**config.mk**
```make
export PLATFORM = sky130hd
export DESIGN_NAME = irm_back
export DESIGN_NICKNAME = d
export VERILOG_FILES = /design/src/irm_pkg.sv /design/src/irm_back.sv
export SDC_FILE = /design/constraint.sdc
export NUM_CORES = 1
export LEC_CHECK = 0
export BUFFER_PORTS_ARGS = -buffer_cell sky130_fd_sc_hd__clkbuf_2
export CORE_ASPECT_RATIO = 0.7
export CORE_UTILIZATION = 29
export CTS_BUF_LIST = sky130_fd_sc_hd__clkbuf_16
export CTS_CLUSTER_SIZE = 40
export DETAILED_ROUTE_END_ITERATION = 8
export SYNTH_ARGS = -nofsm -noshare
export SYNTH_HDL_FRONTEND = slang
export SYNTH_SLANG_ARGS = --single-unit
```
**constraint.sdc**
```tcl
create_clock -name i_clk -period 2.3 [get_ports i_clk]
set_input_delay 0.46 -clock i_clk [delete_from_list [all_inputs] [get_ports i_clk]]
set_output_delay 0.46 -clock i_clk [all_outputs]
set_load 0.05 [all_outputs]
```
**src/irm_pkg.sv**
```systemverilog
// Shared types and constants for the image row mirror.
// Holds the item operation codes, the read request struct and the FIFO depth.
// No dependencies.
`timescale 1ns / 1ps
`default_nettype none

package irm_pkg;

    // Channel byte width and the number of channels carried on the ports.
    localparam int CHAN_W     = 8;
    localparam int NUM_PORT_CH = 4;

    // Depth of the result FIFO in the back end.
    localparam int FIFO_DEPTH = 4;
    localparam int FIFO_PW    = 2;
    localparam int FIFO_CW    = 3;

    // Register byte address of row_width.
    localparam logic [2:0] ADDR_ROW_WIDTH = 3'd0;

    // Operation codes of an input transaction.
    typedef enum logic {
        OP_PIXEL = 1'b0,
        OP_FLUSH = 1'b1
    } t_op;

    typedef logic [NUM_PORT_CH-1:0][CHAN_W-1:0] t_port_px;

    // Read request issued by the front end to the line store.
    typedef struct packed {
        logic en;
        logic last;
    } t_rd_req;

endpackage

`default_nettype wire

```
**src/irm_back.sv**
```systemverilog
// Back end of the image row mirror: a short FIFO of mirrored pixels that
// presents results on the output channel and reports room to the front end.
// Depends on irm_pkg.
`timescale 1ns / 1ps
`default_nettype none

module irm_back
    import irm_pkg::*;
#(
    parameter int MAX_CHANNELS = 4,
    localparam int DW = CHAN_W * MAX_CHANNELS
) (
    input  wire logic          i_clk,
    input  wire logic          i_rst_n,
    input  wire t_rd_req       i_rd,
    input  wire logic [DW-1:0] i_rd_data,
    output logic               o_room,
    output logic               o_valid,
    input  wire logic          i_stall,
    output logic [DW-1:0]      o_px,
    output logic               o_last
);

    logic [DW:0]         r_fifo [0:FIFO_DEPTH-1];
    logic [FIFO_PW-1:0]  r_wr_ptr;
    logic [FIFO_PW-1:0]  r_rd_ptr;
    logic [FIFO_CW-1:0]  r_count;
    logic [FIFO_CW-1:0]  pending;
    logic                push;
    logic                pop;

    assign push    = i_rd.en;
    assign o_valid = (r_count != '0);
    assign pop     = o_valid && !i_stall;

    // Room counts the read still in flight in the line store.
    assign pending = r_count + FIFO_CW'(i_rd.en);
    assign o_room  = (pending < FIFO_CW'(FIFO_DEPTH));

    // FIFO storage.
    always_ff @(posedge i_clk) begin
        if (push) begin
            r_fifo[r_wr_ptr] <= {i_rd.last, i_rd_data};
        end
    end

    // FIFO pointers and fill count.
    always_ff @(posedge i_clk) begin
        if (!i_rst_n) begin
            r_wr_ptr <= '0;
            r_rd_ptr <= '0;
            r_count  <= '0;
        end else begin
            if (push) begin
                r_wr_ptr <= r_wr_ptr + FIFO_PW'(1);
            end
            if (pop) begin
                r_rd_ptr <= r_rd_ptr + FIFO_PW'(1);
            end
            r_count <= r_count + FIFO_CW'(push) - FIFO_CW'(pop);
        end
    end

    assign o_px   = r_fifo[r_rd_ptr][DW-1:0];
    assign o_last = r_fifo[r_rd_ptr][DW];

endmodule

`default_nettype wire

```
* Word-level counts from Yosys, hierarchy flattened
Memories as Yosys holds them, arrays and structs flattened. A register that Yosys moved wholly into a read port is not among the register bits.
Index checks and enable logic that the tools add are counted.
** Word-level totals
- Memory bits (read-only) :: 0
- Output and inout port bits :: 35
- Memories kept :: 1
- Bits in registers :: 7
- Memory bits (writable) :: 132
- Bits in latches :: 0
- Logic and storage cells :: 16
** Cells by class
- Muxes and demuxes :: 4
- Shifts and indexed selects :: 0
- $add $sub $neg :: 4
- Reduce and logical (&&, ||, !) cells :: 3
- Bitwise operators :: 0
- Multiply operators :: 0
- Order comparisons :: 1
- Div/mod/pow operators :: 0
- Eq/ne operators :: 0
** Memories
- r_fifo :: words 4, width 33, read ports 1, clocked after memory_dff 1, write ports 1, RTL line irm_back.sv:24 : logic [DW:0] r_fifo [0:FIFO_DEPTH-1];
** Operators by type and width (number)
- $add A2 B1 Y2 const B :: 2
- $mux W2 :: 2
- $add A3 B1 Y3 :: 1
- $lt A3 B3 Y1 const B :: 1
- $reduce_bool A3 Y1 :: 1
- $sub A3 B1 Y3 :: 1
- $mux W1 :: 2
- $logic_and A1 B1 Y1 :: 1
- $logic_not A1 Y1 :: 1

* Longest topological paths before layout
Gate-level depths: netlist of run 1.
- Word-level depth :: 4
- Depth in mapped cells :: 6
- Depth with buffers taken out :: 6

* Least setup slack after synthesis of run 1
OpenSTA, ideal clock, no wires.
- Path kind :: input port to output port
- From :: input port i_rd[1] (netlist bit)
- To :: output port o_room
- Required time :: 1840 ps
- Stages on the path :: 3
- Arrival :: 1704 ps
- Path slack :: 136 ps
- Cell sequence :: ha_1 > ha_1 > xnor2_1
** On the way
- Cells in the longest elaborated chain, start to end :: 2
** Ends and longest elaborated chain
- start: declaration :: RTL line irm_back.sv:15 : input wire t_rd_req i_rd,
- $add A3 B1 Y3 :: RTL line irm_back.sv:37 : assign pending = r_count + FIFO_CW'(i_rd.en);
- $lt A3 B3 Y1 :: RTL line irm_back.sv:38 : assign o_room = (pending < FIFO_CW'(FIFO_DEPTH));
- end: declaration :: RTL line irm_back.sv:17 : output logic o_room,
Every way passes these cells.

==> flow_summary.ini, run 1 <==
[grt]
grt_usage = 0.112
gr-total-overflow = 0
first_global_vias = 2656
grt_max_degree = 34
antenna_found_initial = 0
grt_pass1_wl_um = 14600

[worst_setup_path]
slowest_stage = mux4_2
worst-path-buf-inv = 2
crit_path_max_incr_delay_ps = 580
worstSetupEndpoint = o_px[0]
path_class = register to primary output
path_max_fanout = 14
start_kind = register
crit_cells = 3
arrival_ps = 1780
r2r-end = r_count[2]
r2r_cells = 6
reg2reg_slack_ps = 820
path_delay_family = multiplexers
timing.rr.start = r_count[2]
worstPathRequired_ps = 1840
path_cells = buf_12 > mux4_2 > buf_8
cp-end-kind = primary output

[run]
cap_violations = 0

[timing]
finalMaxSlewViolations = 0
worst_pin_slew_ps = 313
fin_crit_sh = 0.973
report.final.hold_viol_count = 0
setup_viol = 0
period_needed_ps = 2240
whs_ps = 260
rsz0062_at_grt = true
max_freq_mhz = 447
relSlewSlack = 0.791
finalClockSkew_ps = 7.87

[clock_network]
clockBufferDepth = 2
clock_latency_ps = 420
cts_buffers = 17
hold_buffers = 0
cts_root_buf = clkbuf_16
htree_levels = 4
cts_tree = yes
clk_pin_slew_ps = 50
clock_sinks = 141

[floorplanning]
std_cell_rows = 40
dieWidth_um = 163
core_um2 = 17500
start_util = 0.302
ios = 72
dieHeight_um = 115
die_area_um2 = 18700

[synth]
synth_adder_area_share = 0.0190
synthSimpleGateAreaFrac = 0.0185
synth_top_family_by_area = multiplexers
synth_area_um2 = 5270
yosysUniqueCellTypes = 24
synth-seq-cells = 141
syn_area_per_cell_um2 = 24.1
syn_inst = 219
yosys_warnings = 0
syn_nets = 264
synth_compound_area_frac = 0.00522
yosysSeqAreaShare = 0.786
synthMuxAreaShare = 0.147
synthXorXnorAreaFrac = 0.00332

[hold_path]
worstHoldPathType = input port to register

[finish]
layout_commonest_cell = edfxtp_1
fin_area_um2 = 6630
area_growth_pct = 25.8
n_antenna_cell = 0
drive_gt1_frac = 0.451
final_nets = 359
fin_util = 0.380
layout_common_cells = 132 x edfxtp_1, 46 x clkbuf_2, 30 x mux4_2, 18 x buf_4, 17 x clkbuf_16
final_cells = 555

[power]
power_density_nw_per_um2 = 1110
leakage_uw = 0.00230
vdd_drop_max_mv = 0.494
power_uw = 7350

[placement]
portBuffers = 71
globalplace.congestion = 0.685
dpl.hpwl_um = 6110
dp.cells = 524
dpl_cell_area_um2 = 5950

[route]
initialDrtViolationCount = 181
drc = 0
dr.pass1.iters = 4
drt_wl_total_um = 9570
ant_nets = 0
vias = 2434
wire_per_inst_um = 17.2
vias_per_cell = 4.39

[outcome]
outcome = finished, final reports clean
[metrics by stage]
| step | TNS, ps | setup slack, ps |
|---|---|---|
| floorplan | 0 | 136 |
| global placement | 0 | 289 |
| detailed placement | 0 | 267 |
| CTS | -11.0 | -11.0 |
| global route | -17.1 | -16.6 |
| finish | 0 | 62.8 |
[logic make-up after synthesis]
group                      Yosys count
AOI/OAI and AO/OA                    4
adders and majority gates            8
xor gates and xnor gates             2
DFF                                141
buffers and inverters               13
and+or+nand+nor                     16
muxes                               35
[synth_stat cells]
| master | number | area [µm²] |
|---|---|---|
| nand2b_1 | 1 | 6.26 |
| mux2i_1 | 2 | 20.0 |
| or3_1 | 1 | 6.26 |
| o21a_1 | 1 | 7.51 |
| and2_1 | 6 | 37.5 |
| nor3_2 | 1 | 10.0 |
| xor2_1 | 1 | 8.76 |
| nor2b_1 | 3 | 18.8 |
| edfxtp_1 | 132 | 3960 |
| mux4_2 | 30 | 676 |
| ha_1 | 8 | 100 |
| nor3b_1 | 1 | 7.51 |
| dfxtp_1 | 9 | 180 |
| buf_2 | 3 | 15.0 |
| xnor2_1 | 1 | 8.76 |
| buf_12 | 3 | 60.1 |
| nand2_1 | 1 | 3.75 |
| nor2_1 | 2 | 7.51 |
| inv_1 | 5 | 18.8 |
| mux4_1 | 3 | 78.8 |
| a21boi_1 | 2 | 15.0 |
| buf_6 | 1 | 11.3 |
| o21ai_0 | 1 | 5.00 |
| clkbuf_1 | 1 | 3.75 |
[power by group]
group / switching (µW) / total [µW] / internal (µW)
logic: 1200 / 1950 / 750
registers: 65.4 / 3040 / 2970
clock network: 929 / 2360 / 1440
total: 2190 / 7350 / 5160
[state kept, by name, summed over array words and instances (netlist names), named ones only]
name      cells
r_fifo      132
r_wr_ptr      2
r_count       3
r_rd_ptr      2
[layer usage]
metal | wire, µm | GRT usage
met1 | 4210 | 0.135
met4 | 107 | 0.0467
met2 | 4650 | 0.176
met3 | 601 | 0.0487
met5 | 0 | 0
[worst min path at each step]
stage,startpoint,endpoint,slack (ps),cells past startpoint
2_1_floorplan,r_rd_ptr[1],register,450,2
3_3_place_gp,r_rd_ptr[1],register,450,2
3_5_place_dp,r_rd_ptr[1],register,470,2
4_1_cts,i_rd_data[30],r_fifo[3][30],240,1
5_1_grt,i_rd[0],r_fifo[2][32],250,1
6_report,i_rd_data[30],r_fifo[3][30],260,1
[final cells by class]
type | instances | area, µm²
repair buffers | 84 | 642
fillers | 1569 | 10800
well taps | 231 | 289
multi-input cells | 65 | 1020
flip-flops and latches | 141 | 4150
clock inverters | 12 | 83.8
clock buffers | 17 | 425
inverters | 5 | 18.8
[what timing repair did]
action,in CTS,in global routing
setup endpoints to repair,30,17
setup buffers,1,0
pin swaps,0,0
cloned,1,0
gates resized for setup,34,20
Note: power is estimated with default switching activity, not from simulation.
==> run 2: changes to the inputs <==
CORE_MARGIN = 3   (was default)
==> run 2 against run 1 <==
Effect of this change: worst setup slack improved by 2.3 ps; sequential share of layout area up 0.19 points; first-iteration DRC count down 19%.
==> flow_summary.ini, run 2 (same netlist as run 1, synthesis figures left out) <==
[outcome]
outcome = finished, final reports clean

[timing]
whs_ps = 268
finalClockSkew_ps = 5.45
setup_viol = 0
relSlewSlack = 0.796
period_needed_ps = 2230
worst_pin_slew_ps = 304
max_freq_mhz = 447
finalMaxSlewViolations = 0
report.final.hold_viol_count = 0
fin_crit_sh = 0.972
rsz0062_at_grt = true

[route]
drt_wl_total_um = 9460
vias = 2397
drc = 0
dr.pass1.iters = 4
initialDrtViolationCount = 146
ant_nets = 0
wire_per_inst_um = 17.1
vias_per_cell = 4.33

[placement]
portBuffers = 71
dpl.hpwl_um = 5700
globalplace.congestion = 0.663

[power]
power_density_nw_per_um2 = 1130
leakage_uw = 0.00227
vdd_drop_max_mv = 0.552
power_uw = 7440

[worst_setup_path]
slowest_stage = mux4_2
r2r_cells = 6
start_kind = register
reg2reg_slack_ps = 760
crit_path_max_incr_delay_ps = 520
worst-path-buf-inv = 2
path_cells = buf_12 > mux4_2 > clkbuf_2
path_class = register to primary output
path_delay_family = multiplexers
path_max_fanout = 7
timing.rr.start = r_count[2]
cp-end-kind = primary output
arrival_ps = 1770
worstPathRequired_ps = 1840
r2r-end = r_count[2]

[finish]
layout_common_cells = 132 x edfxtp_1, 50 x clkbuf_2, 31 x mux4_2, 19 x clkbuf_16, 14 x buf_2
area_growth_pct = 25.4
n_antenna_cell = 0
top_register = r_fifo
largest_reg_flops = 132
fillers = 1589
top_regs = r_fifo x132, r_count x3
drive_gt1_frac = 0.455
final_nets = 356
layout_commonest_cell = edfxtp_1

[hold_path]
worstHoldPathType = input port to register
holdPathEnd = r_fifo[3][27]
holdCritStartpoint = i_rd_data[27]
min_path_cells = 1

[clock_network]
clock_latency_ps = 410
htree_levels = 4
cts_tree = yes
hold_buffers = 0
clk_pin_slew_ps = 60
cts_root_buf = clkbuf_16
cts_buffers = 17
clockBufferDepth = 2
clock_sinks = 141

[grt]
antenna_found_initial = 0
gr-total-overflow = 0
first_global_vias = 2672
grt_pass1_wl_um = 14600
grt_usage = 0.0997
grt_max_degree = 34

[run]
cap_violations = 0

[floorplanning]
die_area_um2 = 19900
ios = 72
dieWidth_um = 167
core_um2 = 17500
start_util = 0.302
std_cell_rows = 40
dieHeight_um = 119
==> run 2: cell count changes in the layout (fill, tap and decap cells not counted), sizes merged <==
| cell | before | now |
|---|---|---|
| buf | 30 | 28 |
| bufinv | 1 | 2 |
| clkbuf | 71 | 70 |
| clkinv | 10 | 7 |
| clkinvlp | 0 | 4 |
==> run 2: how the worst max path moves through the flow <==
stage          endpoint  cells after the start      from
2_1_floorplan    o_room                      3   i_rd[1]
3_3_place_gp     o_room                      5   i_rd[1]
3_5_place_dp     o_room                      5   i_rd[1]
4_1_cts        o_px[14]                      3  register
5_1_grt         o_px[3]                      3  register
6_report        o_px[3]                      3  register
==> run 2: area by class of cell <==
| class | count | area (µm²) | area share |
|---|---|---|---|
| inverters | 5 | 18.8 | 0.00284 |
| well taps | 231 | 289 | 0.0437 |
| flip-flops and latches | 141 | 4150 | 0.628 |
| clock inverters | 14 | 130 | 0.0197 |
| multi-input cells | 65 | 1020 | 0.154 |
| clock buffers | 17 | 425 | 0.0644 |
| repair buffers | 81 | 579 | 0.0876 |
==> run 2: report_power, final <==
group	internal, µW	switching, µW
registers	2970	68.0
clock network	1570	973
logic	673	1190
total	5210	2230
==> run 2: metal layers <==
| layer | wire length (µm) | track usage | vias to the layer above |
|---|---|---|---|
| li1 | - | - | 1092 |
| met1 | 4170 | 0.120 | 1242 |
| met2 | 4610 | 0.158 | 57 |
| met3 | 606 | 0.0458 | 6 |
| met4 | 74 | 0.0371 | 0 |
| met5 | 0 | 0 | - |
==> run 2: timing repair <==
action	CTS	global route
gates resized for setup	7	33
setup buffers	0	0
setup endpoints to repair	15	17
gates cloned	0	2
==> run 2: worst register-to-register path: stages (launching register included) <==
cell	delay, ps
dfxtp_1	320
nor3_2	310
nor2_1	90
ha_1	210
ha_1	190
and2_1	140
o21a_1	160
==> run 2: per-stage QoR <==
step	setup WS [ps]	util	cells	setup TNS (ps)	area, µm²
2_1_floorplan	136	-	219	0	5270
3_3_place_gp	312	0.341	521	0	5950
3_5_place_dp	260	0.341	521	0	5950
4_1_cts	-12.0	0.374	552	-12.0	6530
5_1_grt	-6.64	0.378	554	-37.6	6610
6_report	65.1	0.378	554	0	6610
