`src/irm_pkg.sv`:
```
// Shared types and constants for the image row mirror.
// Holds the item operation codes, the read request struct and the FIFO depth.
// No dependencies.
`timescale 1ns / 1ps
`default_nettype none

package irm_pkg;

    // Channel byte width and the number of channels carried on the ports.
    localparam int CHAN_W     = 8;
    localparam int NUM_PORT_CH = 4;

    // Depth of the result FIFO in the back end.
    localparam int FIFO_DEPTH = 4;
    localparam int FIFO_PW    = 2;
    localparam int FIFO_CW    = 3;

    // Register byte address of row_width.
    localparam logic [2:0] ADDR_ROW_WIDTH = 3'd0;

    // Operation codes of an input transaction.
    typedef enum logic {
        OP_PIXEL = 1'b0,
        OP_FLUSH = 1'b1
    } t_op;

    typedef logic [NUM_PORT_CH-1:0][CHAN_W-1:0] t_port_px;

    // Read request issued by the front end to the line store.
    typedef struct packed {
        logic en;
        logic last;
    } t_rd_req;

endpackage

`default_nettype wire

```
`src/irm_front.sv`:
```
// Front end of the image row mirror: accepts transactions, keeps the row counters
// and bank select, and issues line store writes and mirrored reads.
// Depends on irm_pkg.
`timescale 1ns / 1ps
`default_nettype none

module irm_front
    import irm_pkg::*;
#(
    parameter int MAX_WIDTH    = 1024,
    parameter int MAX_CHANNELS = 4,
    localparam int CW = $clog2(MAX_WIDTH + 1),
    localparam int IW = (MAX_WIDTH > 1) ? $clog2(MAX_WIDTH) : 1,
    localparam int DW = CHAN_W * MAX_CHANNELS
) (
    input  wire logic          i_clk,
    input  wire logic          i_rst_n,
    input  wire logic [CW-1:0] i_width,
    input  wire logic          i_room,
    input  wire logic          i_valid,
    output logic               o_stall,
    input  wire t_op           i_op,
    input  wire logic [DW-1:0] i_px,
    output logic               o_wr_en,
    output logic [IW:0]        o_wr_addr,
    output logic [DW-1:0]      o_wr_data,
    output t_rd_req            o_rd_req,
    output logic [IW:0]        o_rd_addr
);

    logic [CW-1:0] r_wr_col, n_wr_col;
    logic [CW-1:0] r_rd_col, n_rd_col;
    logic          r_wr_bank, n_wr_bank;
    logic          r_row_ready, n_row_ready;
    logic          accept;
    logic [CW-1:0] rd_pos;
    logic [CW-1:0] wr_pos;
    logic [CW-1:0] rd_next;
    logic [CW-1:0] wr_next;

    assign o_stall = !i_room;
    assign accept  = i_valid && i_room;

    // Counter update for one transaction: read part first, then the write part.
    always_comb begin
        n_wr_col    = r_wr_col;
        n_rd_col    = r_rd_col;
        n_wr_bank   = r_wr_bank;
        n_row_ready = r_row_ready;
        o_rd_req    = '{en: 1'b0, last: 1'b0};
        o_wr_en     = 1'b0;
        rd_pos      = i_width - CW'(1) - r_rd_col;
        rd_next     = r_rd_col + CW'(1);
        wr_pos      = (r_wr_col >= i_width) ? (i_width - CW'(1)) : r_wr_col;
        wr_next     = wr_pos + CW'(1);

        if (accept) begin
            // Mirrored read from the bank not being written.
            if (r_row_ready) begin
                if (r_rd_col >= i_width) begin
                    n_row_ready = 1'b0;
                end else begin
                    o_rd_req.en   = 1'b1;
                    o_rd_req.last = (rd_next == i_width);
                    n_rd_col      = rd_next;
                    if (rd_next >= i_width) begin
                        n_row_ready = 1'b0;
                    end
                end
            end
            // Pixel write; a completed row swaps the banks.
            if (i_op == OP_PIXEL) begin
                o_wr_en = 1'b1;
                if (wr_next >= i_width) begin
                    n_wr_bank   = !r_wr_bank;
                    n_wr_col    = '0;
                    n_rd_col    = '0;
                    n_row_ready = 1'b1;
                end else begin
                    n_wr_col = wr_next;
                end
            end
        end
    end

    assign o_wr_addr = {r_wr_bank, wr_pos[IW-1:0]};
    assign o_wr_data = i_px;
    assign o_rd_addr = {!r_wr_bank, rd_pos[IW-1:0]};

    // Counter and bank registers.
    always_ff @(posedge i_clk) begin
        if (!i_rst_n) begin
            r_wr_col    <= '0;
            r_rd_col    <= '0;
            r_wr_bank   <= 1'b0;
            r_row_ready <= 1'b0;
        end else begin
            r_wr_col    <= n_wr_col;
            r_rd_col    <= n_rd_col;
            r_wr_bank   <= n_wr_bank;
            r_row_ready <= n_row_ready;
        end
    end

endmodule

`default_nettype wire

```
`config.mk`:
```
export PLATFORM = sky130hd
export DESIGN_NAME = irm_front
export DESIGN_NICKNAME = d
export VERILOG_FILES = /design/src/irm_pkg.sv /design/src/irm_front.sv
export SDC_FILE = /design/constraint.sdc
export NUM_CORES = 1
export LEC_CHECK = 0
export ABC_AREA = 0
export BUFFER_PORTS_ARGS = -buffer_cell sky130_fd_sc_hd__buf_2
export CORE_MARGIN = 5
export CORE_UTILIZATION = 58
export CTS_BUF_LIST = sky130_fd_sc_hd__clkbuf_8
export DETAILED_ROUTE_END_ITERATION = 10
export GPL_TIMING_DRIVEN = 0
export PLACE_DENSITY = 0.89
export RECOVER_POWER = 100
export SKIP_CTS_REPAIR_TIMING = 1
export SYNTH_ARGS = -nofsm -noshare
export SYNTH_HDL_FRONTEND = slang
export SYNTH_SLANG_ARGS = --single-unit
```
`constraint.sdc`:
```
create_clock -name i_clk -period 11.1 [get_ports i_clk]
set_input_delay 0.555 -clock i_clk [delete_from_list [all_inputs] [get_ports i_clk]]
set_output_delay 0.555 -clock i_clk [all_outputs]
set_load 0.03 [all_outputs]
```
======== Yosys cells after proc, flatten, opt, wreduce, memory -nomap -nowiden ========
Cells that the tools add are included.
storage, ports and cells
  bits in registers ....................... 24
  bits of input ports ..................... 48
  output and inout port bits .............. 58
  logic and storage cells ................. 35
cells by class
  add/sub/neg operators ................... 4
  magnitude comparators ................... 4
  equal/unequal tests ..................... 1
  muxes and demuxes ....................... 16
  bitwise gates (word level) .............. 1
  reductions and logical operators ........ 5
operators with widths
  kind                                                                  count
  11-bit 2-to-1 mux                                                     6
  11-bit greater-or-equal comparator                                    4
  11-bit by 1-bit adder with 11-bit output, second input constant       2
  11-bit equality test                                                  1
  11-bit by 1-bit subtractor with 11-bit output, second input constant  1
  10-bit subtractor                                                     1
  1-bit 2-to-1 mux                                                      7
  2-bit 2-to-1 mux                                                      3
  3-bit AND reduction                                                   1
  1-bit logical NOT                                                     2
  2-bit AND reduction                                                   1
  1-bit logical AND                                                     1
  1-bit NOT                                                             1

======== Longest topological paths before layout ========
Gate-level depths: netlist of run 1.
  depth after elaboration ................. 7
  mapped depth ............................ 25
  depth with buffers taken out ............ 22

======== Worst setup path after synthesis of run 1 ========
OpenSTA, ideal clock, no wires.
  kind .................................... input to register
  start point ............................. in i_width[4]
  end point ............................... reg r_wr_col[10]
  library setup time ...................... 0.074 ns
  arrival time ............................ 5.936 ns
  data required time ...................... 11.026 ns
  slack ................................... 5.090 ns
  cell stages on the path ................. 24
  path buffers ............................ 3
  cell sequence ........................... clkbuf_1 > inv_1 > ha_1 > a21oi_1 > o21ai_0 > a21oi_1 > o21ai_1 > clkbuf_1 > clkbuf_1 > nor2_1 > a21oi_1 > ha_1 > and3_1 > nand3_1 > xnor2_1 > nor2_1 > a21oi_2 > ha_1 > a2111oi_0 > o211ai_1 > a21oi_1 > nand2_1 > o31a_1 > o21ai_0
on the way
  cells in the longest elaborated chain, start to end .. 5
  elaborated cells between the ends (all ways) .. 6
  classes of those cells .................. add/sub (2); order compare (2); mux (2)
RTL lines
  element                                       RTL line         text
  from (decl)                                   irm_front.sv:18  input wire logic [CW-1:0] i_width,
  11-bit greater-or-equal comparator (*)        irm_front.sv:54  wr_pos = (r_wr_col >= i_width) ? (i_width - CW'(1)) : r_wr_col;
  11-bit 2-to-1 mux (*)                         irm_front.sv:54
  via o_wr_addr[0]                              irm_front.sv:25  output logic [IW:0] o_wr_addr,
  11-bit by 1-bit adder with 11-bit output (*)  irm_front.sv:55  wr_next = wr_pos + CW'(1);
  11-bit greater-or-equal comparator            irm_front.sv:74  if (wr_next >= i_width) begin
  11-bit 2-to-1 mux (*)                         irm_front.sv:74
  to (signal assigned)                          irm_front.sv:98  r_wr_col <= n_wr_col;
  to (decl)                                     irm_front.sv:31  logic [CW-1:0] r_wr_col, n_wr_col;
Mark *: on every way through the listed nets, which the timed path passes. The rest lies on a longest branch.
A chain may end at the register's enable or synchronous reset.

======== Worst setup path in the final report of run 1 ========
  start point ............................. in i_width[4]
  end point ............................... reg r_wr_col[10]
on the way
  cells in the longest elaborated chain, start to end .. 5
  elaborated cells between the ends (all ways) .. 6
  classes of those cells .................. add/sub (2); order compare (2); mux (2)
RTL lines
  element                                                                                              RTL line
  11-bit by 1-bit subtractor with 11-bit output or 11-bit greater-or-equal comparator (tied branches)  irm_front.sv:54
  11-bit 2-to-1 mux                                                                                    irm_front.sv:54
  11-bit by 1-bit adder with 11-bit output                                                             irm_front.sv:55
  11-bit greater-or-equal comparator                                                                   irm_front.sv:74
  11-bit 2-to-1 mux (*)                                                                                irm_front.sv:74
Mark *: on every way between the ends. The rest lies on a longest branch, timed or not.

==> results of run 1 <==
-- cells by family (layout without fill, tap and decap cells) --
group | Yosys count | after routing
simple gates | 123 | 123
xor+xnor | 43 | 43
compound gates | 105 | 105
buf+inv | 77 | 151
flops | 24 | 24
fa+ha+maj | 56 | 56
mux | 12 | 12
-- metal layers --
layer	part of all wire [%]	wire length [um]	up-vias	global-route usage, %
met5	0	0	-	0
met4	2.5	240	0	9.21
met3	9.8	940	25	2.65
li1	-	-	1706	-
met1	42	4050	1597	32.7
met2	45	4350	200	41.8
-- power groups by stage --
stage / sequential, mW / clock (mW) / combinational (mW)
after CTS: 0.0885 / 0.0557 / 0.111
after detailed placement: 0.0905 / 0 / 0.110
final: 0.0885 / 0.0556 / 0.108
after floorplan: 0.0901 / 0 / 0.0815
after global routing: 0.0888 / 0.0583 / 0.118
after global placement: 0.0904 / 0 / 0.107
-- worst register-to-register path: cells and delay by family, from the launching register on --
kind	cells	cell delay, ps
buffers and inverters	3	960
DFF	1	400
and+or+nand+nor	4	450
xor gates and xnor gates	1	230
adders and majority gates	3	980
AOI/OAI and AO/OA	11	3650
-- sequential cells by signal, indices dropped and copies added (netlist names) --
name         cells
r_rd_col        11
r_row_ready      1
r_wr_bank        1
r_wr_col        11
-- cells in the mapped netlist (11+ instances only) --
library cell  number  area [um^2]
nor3_1            11         55.1
nand2_1           34          128
xor2_1            13          114
a21oi_1           27          135
o21ai_0           17         85.1
nand3_1           16         80.1
nor2_1            20         75.1
xnor2_1           30          263
dfxtp_1           24          480
ha_1              55          688
inv_1             34          128
buf_4             33          248
-- worst max path at each step --
| stage | from | endpoint | slack (ps) |
|---|---|---|---|
| after floorplan | i_width[4] | r_wr_col[10] | 5090 |
| after global placement | i_width[4] | r_wr_col[10] | 4430 |
| after detailed placement | i_width[4] | r_wr_col[10] | 4250 |
| after CTS | i_width[4] | r_wr_col[10] | 4420 |
| after global routing | i_width[4] | r_wr_col[10] | 3510 |
| final | i_width[4] | r_wr_col[10] | 3970 |
-- per-stage QoR --
stage	power (mW)	instances	utilization, %	setup WS (ps)
2_1_floorplan	0.172	440	-	5090
3_3_place_gp	0.198	586	66.8	4430
3_5_place_dp	0.201	586	66.8	4250
4_1_cts	0.255	589	67.5	4420
5_1_grt	0.265	589	66.2	3510
6_report	0.252	589	66.2	3970
-- final cells by class --
type	count	area, um^2	share of cell area (%)
buffer	43	287	7.39
clock buffer	3	41.3	1.07
inverter	34	128	3.29
multi-input combinational	339	2560	66.1
sequential	24	480	12.4
tap	75	93.8	2.42
timing repair buffer	71	285	7.36
==> metrics.yaml, run 1 <==
sta:
  fin_crit_ps: 7130
  setup_viol: 0
  period_share_pct: 64.2
  tightestPinTransition_ps: 940
  tns_ps: 0
  finalMaxSlewViolations: 0
  rsz0062_at_grt: "no"
  hold_viol: 0
  fin_skew_ps: 8.91
  holdWs_ps: 547
  max_slew_margin_pct: 37.2
  max_freq_mhz: 140
die:
  rows: 28
  io_pins: 106
  die_area_um2: 7610
  core-area_um2: 5850
  dieWidth_um: 87.2
  initial_utilization_pct: 59.1
  die_h_um: 87.2
detailed_routing:
  drc: 0
  via_per_inst: 5.99
  vias: 3528
  wl_per_cell_um: 16.3
  firstDrtPassIters: 6
  drt_iter0_drc: 240
  wl_um: 9570
  ant_nets: 0
global_route:
  grt_pass1_vias: 3341
  grt.overflow.total: 0
  antenna_found_initial: 0
  grt_use_total_pct: 24.9
  grt_max_degree: 13
  grt_pass1_wl_um: 15400
place:
  place.gp.congestion: 0.925
  io_buffer_count: 71
  hpwl_um: 7820
  placed_cell_area_um2: 3910
clocking:
  cts-buffers-inserted: 3
  clkTransAtPathRegs_ps: 100
  cts_root_buf: "clkbuf_8"
  clockBufferDepth: 2
  cts_tree: "built"
  htreeDepth: 1
  cts.sinks: 24
  insertion_delay_ps: 280
flow_run:
  drv_cap: 0
power:
  power.internal_mw: 0.149
  pwr-share-seq_pct: 35.1
  switching_share_pct: 41.1
  power.switching_mw: 0.104
  pwr_density_cell_nw_per_um2: 65.1
  clockPowerShare_pct: 22.0
  vdd_drop_max_mv: 0.0419
  power_leakage_nw: 1.68
  pwr-share-comb_pct: 42.9
synthesis:
  synth_edf_count: 0
  synthCells: 440
  synth_xor_area_share_pct: 10.9
  synthAdderAreaFrac_pct: 20.5
  ys_ff_latch: 24
  synth_cell_types: 56
  ys_seq_area_share_pct: 13.9
  syn_area_um2: 3460
  muxShareOfSynthArea_pct: 3.98
  avgSynthCellArea_um2: 7.86
  synthArstFlopShare_pct: 0
  syn_nets: 544
  synth_compound_area_share_pct: 20.8
  synth_top_flop_cell: "dfxtp_1"
  ys.warnings.count: 0
  synth_top_family_by_area: "compound AO/OA/AOI/OAI gates"
  yosys.area_share.simple_pct: 18.0
final_layout:
  synthToLayoutAreaGrowth_pct: 12.0
  final_cell_area_um2: 3870
  diodes: 0
  mostFrequentLayoutCells: "clkbuf_1, ha_1, inv_1, nand2_1, buf_4"
  layout_commonest_cell: "clkbuf_1"
  layout.nets: 620
  drive_above_1_share_pct: 13.0
  final.fill_count: 520
hold_path:
  holdPathStages: 1
  holdPathEnd: "r_rd_col[10]"
  worstHoldStart: "r_rd_col[10]"
  holdCritPathClass: "flip-flop to flip-flop"
critical_path:
  worst_r2r_path_depth: 22
  cpPeakStageDelay_ps: 710
  crit_type: "primary input to flip-flop"
  path_buf_inv: 4
  cp_max_fo: 10
  crit_top_cell: "a21oi_1"
  cp_top_family: "compound AO/OA/AOI/OAI gates"
  worstReg2RegStart: "r_wr_col[0]"
  worstReg2RegEnd: "r_wr_col[10]"
  crit_path_end_kind: "flip-flop"
  rrSetupSlack_ps: 4350
  cp_cell_sequence: "clkbuf_1, inv_1, ha_1, a21oi_1, o21ai_0, a21oi_1, o21ai_0, clkbuf_1, clkbuf_1, nor2_1, a21oi_1, ha_1, o2111a_1, nand3_1, xor2_1, a21oi_2, ha_1, a2111oi_0, o211ai_1, a21oi_1, nand2_1, o31a_1, o21ai_0"
  crit_arrival_ps: 7330
  slowest_stage: "a2111oi_0"
  required_ps: 11300
  cp.depth: 23
  startpoint_type: "primary input"
status:
  status: "completed"
(Power assumes the default switching activity.)
==> inputs of run 2 (changes only) <==
--- a/config.mk
+++ b/config.mk
@@ -8,11 +8,11 @@
 export ABC_AREA = 0
 export BUFFER_PORTS_ARGS = -buffer_cell sky130_fd_sc_hd__buf_2
 export CORE_MARGIN = 5
-export CORE_UTILIZATION = 58
+export CORE_UTILIZATION = 49
 export CTS_BUF_LIST = sky130_fd_sc_hd__clkbuf_8
 export DETAILED_ROUTE_END_ITERATION = 10
 export GPL_TIMING_DRIVEN = 0
-export PLACE_DENSITY = 0.89
+export PLACE_DENSITY = 0.8
 export RECOVER_POWER = 100
 export SKIP_CTS_REPAIR_TIMING = 1
 export SYNTH_ARGS = -nofsm -noshare
==> constraint.sdc (replaced) <==
create_clock -name i_clk -period 6.25 [get_ports i_clk]
set_input_delay 0.3125 -clock i_clk [delete_from_list [all_inputs] [get_ports i_clk]]
set_output_delay 0.3125 -clock i_clk [all_outputs]
set_load 0.03 [all_outputs]
==> metrics.yaml, run 2 (synthesized netlist as in run 1, its figures left out) <==
status:
  status: "completed"
critical_path:
  cp_max_fo: 10  # unchanged
  required_ps: 6480  # -4820 ps
  crit_arrival_ps: 6000  # -1330 ps
  crit_type: "primary input to flip-flop"
  worst_r2r_path_depth: 22  # unchanged
  crit_path_end_kind: "flip-flop"
  startpoint_type: "primary input"
power:
  power.switching_mw: 0.182  # +76%
  clockPowerShare_pct: 21.4  # -0.6 points
  switching_share_pct: 40.8  # -0.33 points
  vdd_drop_max_mv: 0.0717  # +71%
  power.internal_mw: 0.264  # +78%
  pwr_density_cell_nw_per_um2: 113  # +74%
  power_leakage_nw: 1.70  # +1.4%
  pwr-share-comb_pct: 43.4  # +0.5 points
  pwr-share-seq_pct: 35.2  # about the same
die:
  die_h_um: 94.0  # +7.8%
  die_area_um2: 8840  # +16%
  initial_utilization_pct: 50.6  # -8.5 points
  core-area_um2: 6830  # +17%
  io_pins: 106  # unchanged
  rows: 30  # +7.1%
  dieWidth_um: 94.0  # +7.8%
global_route:
  met3_usage_pct: 2.32  # -0.33 points
  use_met1_pct: 29.4  # -3.3 points
  grt.overflow.total: 0  # unchanged
  busiest_layer: "met2"
  grt_pass1_vias: 3265  # -2.3%
  antenna_found_initial: 0  # unchanged
  grt_pass1_wl_um: 15400  # -0.27%
  grt_max_degree: 13  # unchanged
  grt_use_total_pct: 21.1  # -3.7 points
  gr-usage-met2_pct: 35.2  # -6.6 points
detailed_routing:
  ant_nets: 0  # unchanged
  drt_iter0_drc: 214  # -11%
  vias: 3394  # -3.8%
  firstDrtPassIters: 5  # -1
  drc: 0  # unchanged
  via_per_inst: 5.56  # -7.1%
  wl_per_cell_um: 15.7  # -3.3%
  wl_um: 9580  # +0.11%
sta:
  max_slew_margin_pct: 40.7  # +3.4 points
  setup_viol: 0  # unchanged
  fin_skew_ps: 6.32  # -2.59 ps
  rsz0062_at_grt: "no"
  max_freq_mhz: 173
  hold_viol: 0  # unchanged
  tightestPinTransition_ps: 888  # -51.5 ps
  finalMaxSlewViolations: 0  # unchanged
  fin_crit_ps: 5780
  period_share_pct: 92.4
final_layout:
  diodes: 0  # unchanged
  mostFrequentLayoutCells: "clkbuf_1, ha_1, inv_1, nand2_1, buf_4"
  layout_commonest_cell: "clkbuf_1"
  utilization_pct: 57.8  # -8.4 points
  final_cell_area_um2: 3950  # +1.9%
  layout.nets: 620  # unchanged
  synthToLayoutAreaGrowth_pct: 14.2
  drive_above_1_share_pct: 14.8  # +1.8 points
  reg_top3: "r_rd_col: 11 flops, r_wr_col: 11 flops"
place:
  hpwl_um: 7910  # +1.1%
  place.gp.congestion: 0.904  # -2.3%
  placed_cell_area_um2: 3940  # +0.67%
  io_buffer_count: 71  # unchanged
clocking:
  cts_root_buf: "clkbuf_8"
  clkTransAtPathRegs_ps: 90  # about the same
  clockBufferDepth: 2  # unchanged
  cts-buffers-inserted: 3  # unchanged
  htreeDepth: 1  # unchanged
  cts.sinks: 24  # unchanged
  insertion_delay_ps: 270  # about the same
  cts_tree: "built"
flow_run:
  drv_cap: 0  # unchanged
hold_path:
  holdPathStages: 1  # unchanged
  holdCritPathClass: "flip-flop to flip-flop"
==> run 2: cell types whose count changed in the layout (fill, tap and decap cells not counted), sizes merged <==
cell | previous run | this run
clkbuf | 68 | 66
buf | 49 | 51
==> run 2: routing by layer <==
metal | routed length, um | part of all wire [%]
met3 | 680 | 7.1
met1 | 4540 | 47
met2 | 4260 | 44
met4 | 110 | 1.1
met5 | 0 | 0
==> run 2: path summary, 6_finish.rpt <==
| kind | from | endpoint | slack [ps] |
|---|---|---|---|
| max | i_width[4] | r_rd_col[3] | 470 |
| min | r_rd_col[10] | r_rd_col[10] | 540 |
| max reg2reg | r_wr_col[0] | r_rd_col[3] | 610 |
| min reg2reg | r_rd_col[10] | r_rd_col[10] | 540 |
==> run 2: cell type report <==
cell class	instances	area (um^2)
well taps	96	120
repair buffers	71	288
plain buffers	43	289
multi-input cells	339	2600
fillers	715	2880
inverters	34	128
flip-flops and latches	24	480
clock buffers	3	41.3
==> run 2: through the flow <==
| stage | cells | setup TNS [ps] | hold WS (ps) | power [mW] | setup WS [ps] |
|---|---|---|---|---|---|
| after floorplan | 440 | 0 | 478 | 0.305 | 483 |
| after global routing | 610 | 0 | 563 | 0.473 | 132 |
| final | 610 | 0 | 536 | 0.446 | 473 |
| after detailed placement | 607 | -5960 | 517 | 0.358 | -465 |
| after CTS | 610 | -1050 | 487 | 0.453 | -190 |
| after global placement | 607 | -1700 | 511 | 0.353 | -264 |
==> run 2: power groups by stage <==
stage,clock [mW],combinational (mW),sequential [mW]
floorplan,0,0.145,0.160
global placement,0,0.193,0.161
detailed placement,0,0.197,0.161
CTS,0.0983,0.198,0.157
global route,0.103,0.212,0.157
finish,0.0954,0.194,0.157
==> run 2: critical path: stages <==
cell and delay, ps:
clkbuf_1 320, inv_1 240, ha_1 350, a21oi_1 60
o21ai_0 160, a21oi_1 80, o21ai_2 300, clkbuf_2 320
clkbuf_2 280, nor2_1 70, a21oi_1 220, ha_1 380
o2111a_1 310, nand3_1 100, xor2_1 190, a21oi_2 200
ha_1 270, a2111oi_2 480, o211ai_1 250, nand2_1 330
o211ai_1 340, a41oi_1 280, o21a_1 140
==> inputs of run 3 (changes only) <==
--- a/config.mk
+++ b/config.mk
@@ -12,7 +12,7 @@
 export CTS_BUF_LIST = sky130_fd_sc_hd__clkbuf_8
 export DETAILED_ROUTE_END_ITERATION = 10
 export GPL_TIMING_DRIVEN = 0
-export PLACE_DENSITY = 0.8
+export PLACE_DENSITY = 0.92
 export RECOVER_POWER = 100
 export SKIP_CTS_REPAIR_TIMING = 1
 export SYNTH_ARGS = -nofsm -noshare
==> metrics.yaml, run 3 (synthesized netlist as in run 1, its figures left out) <==
clocking:
  insertion_delay_ps: 280  # about the same
  cts-buffers-inserted: 3  # unchanged
  cts_root_buf: "clkbuf_8"
  clockBufferDepth: 2  # unchanged
  cts_tree: "built"
  clkTransAtPathRegs_ps: 100  # about the same
  htreeDepth: 1  # unchanged
  cts.sinks: 24  # unchanged
detailed_routing:
  via_per_inst: 5.86  # +5.2%
  drc: 0  # unchanged
  wl_per_cell_um: 16.4  # +4.1%
  firstDrtPassIters: 5  # unchanged
  vias: 3572  # +5.2%
  wl_um: 9980  # +4.1%
  drt_iter0_drc: 457  # +110%
  ant_nets: 0  # unchanged
global_route:
  gr-usage-met2_pct: 37.7  # +2.5 points
  grt.overflow.total: 0  # unchanged
  grt_max_degree: 13  # unchanged
  met3_usage_pct: 3.93  # +1.6 points
  grt_use_total_pct: 21.7  # +0.59 points
  busiest_layer: "met2"
  grt_pass1_wl_um: 15900  # +3.4%
  antenna_found_initial: 0  # unchanged
  grt_pass1_vias: 3500  # +7.2%
  use_met1_pct: 26.6  # -2.8 points
final_layout:
  layoutNonFillerInstCount: 610  # unchanged
  diodes: 0  # unchanged
  layout_commonest_cell: "clkbuf_1"
  reg_top3: "r_rd_col: 11 flops, r_wr_col: 11 flops"
  mostFrequentLayoutCells: "clkbuf_1, ha_1, inv_1, nand2_1, buf_4"
  synthToLayoutAreaGrowth_pct: 13.6
  final.fill_count: 663  # -7.3%
  final_cell_area_um2: 3930  # -0.54%
  drive_above_1_share_pct: 14.8  # unchanged
  layout.nets: 620  # unchanged
sta:
  fin_crit_ps: 5800  # +23.9 ps
  period_share_pct: 92.8  # +0.38 points
  finalMaxSlewViolations: 0  # unchanged
  rsz0062_at_grt: "no"
  setup_viol: 0  # unchanged
  tns_ps: 0  # unchanged
  max_freq_mhz: 172  # -0.41%
  tightestPinTransition_ps: 913  # +24.6 ps
  fin_skew_ps: 9.28  # +2.96 ps
  max_slew_margin_pct: 39.0  # -1.6 points
  hold_viol: 0  # unchanged
power:
  finalPower_mw: 0.448  # +0.41%
  pwr_density_cell_nw_per_um2: 114  # +0.95%
  vdd_drop_max_mv: 0.0707  # -1.4%
  power_leakage_nw: 1.70  # -0.38%
die:
  io_pins: 106  # unchanged
  die_h_um: 94.0  # unchanged
  dieWidth_um: 94.0  # unchanged
  rows: 30  # unchanged
  initial_utilization_pct: 50.6  # unchanged
  core-area_um2: 6830  # unchanged
  die_area_um2: 8840  # unchanged
place:
  place.gp.congestion: 0.929  # +2.8%
  placed_cells: 607  # unchanged
  hpwl_um: 8050  # +1.8%
  io_buffer_count: 71  # unchanged
  placed_cell_area_um2: 3940  # unchanged
status:
  status: "completed"
critical_path:
  cp_max_fo: 10  # unchanged
  crit_arrival_ps: 6030  # +30 ps
  crit_type: "primary input to flip-flop"
  required_ps: 6480  # about the same
  crit_path_end_kind: "flip-flop"
  startpoint_type: "primary input"
hold_path:
  holdCritPathClass: "primary input to flip-flop"
flow_run:
  drv_cap: 0  # unchanged
-- run 3: cell counts in the layout (fill, tap and decap cells not counted) --
Identical to the previous run, type by type.
-- run 3: routing by layer --
layer | share of wire, % | vias up | routed length (um)
met5 | 0 | - | 0
met4 | 2.7 | 0 | 272
met3 | 9.1 | 33 | 906
met2 | 47 | 198 | 4660
met1 | 41 | 1643 | 4130
li1 | - | 1698 | -
-- run 3: area by class of cell --
| type | instances | area, um^2 | share of cell area [%] |
|---|---|---|---|
| Buffer | 43 | 289 | 7.36 |
| Clock buffer | 3 | 41.3 | 1.05 |
| Inverter | 34 | 128 | 3.25 |
| Multi-Input combinational cell | 339 | 2580 | 65.7 |
| Sequential cell | 24 | 480 | 12.2 |
| Tap cell | 96 | 120 | 3.06 |
| Timing Repair Buffer | 71 | 288 | 7.32 |
-- run 3: where the power goes --
group          leakage (nW)  internal [mW]  total (mW)  switching (mW)
combinational          1.48         0.0659       0.193           0.127
clock                0.0216         0.0433      0.0978          0.0545
sequential            0.194          0.155       0.157         0.00247
-- run 3: worst paths after layout --
check / startpoint / endpoint / slack, ps / depth (start not counted)
max: i_width[4] / r_rd_col[3] / 450 / 24
min: i_op / r_row_ready / 510 / 4
max reg2reg: r_wr_col[0] / r_rd_col[3] / 560 / 23
min reg2reg: r_row_ready / r_row_ready / 530 / 2
-- run 3: worst max-delay path, stage by stage --
cell and delay (ps):
clkbuf_1 320, inv_1 240, ha_1 340, a21oi_1 60, o21ai_0 160, a21oi_1 80, o21ai_2 280, clkbuf_2 330
clkbuf_2 300, nor2_1 70, a21oi_1 230, ha_2 340, o2111a_1 300, nor3b_1 280, xnor2_1 110, nand2_1 100
o21ai_0 110, ha_1 210, a2111oi_1 550, o211ai_1 240, nand2_1 310, o211ai_1 330, a41oi_1 290, o21a_1 140
-- run 3: per-stage QoR --
step           util (%)  worst slack [ps]  hold slack, ps
6_report           57.5               449             509
4_1_cts            58.2              -214             467
5_1_grt            57.5              45.1             582
2_1_floorplan         -               483             478
3_3_place_gp       57.6              -283             498
3_5_place_dp       57.6              -439             496
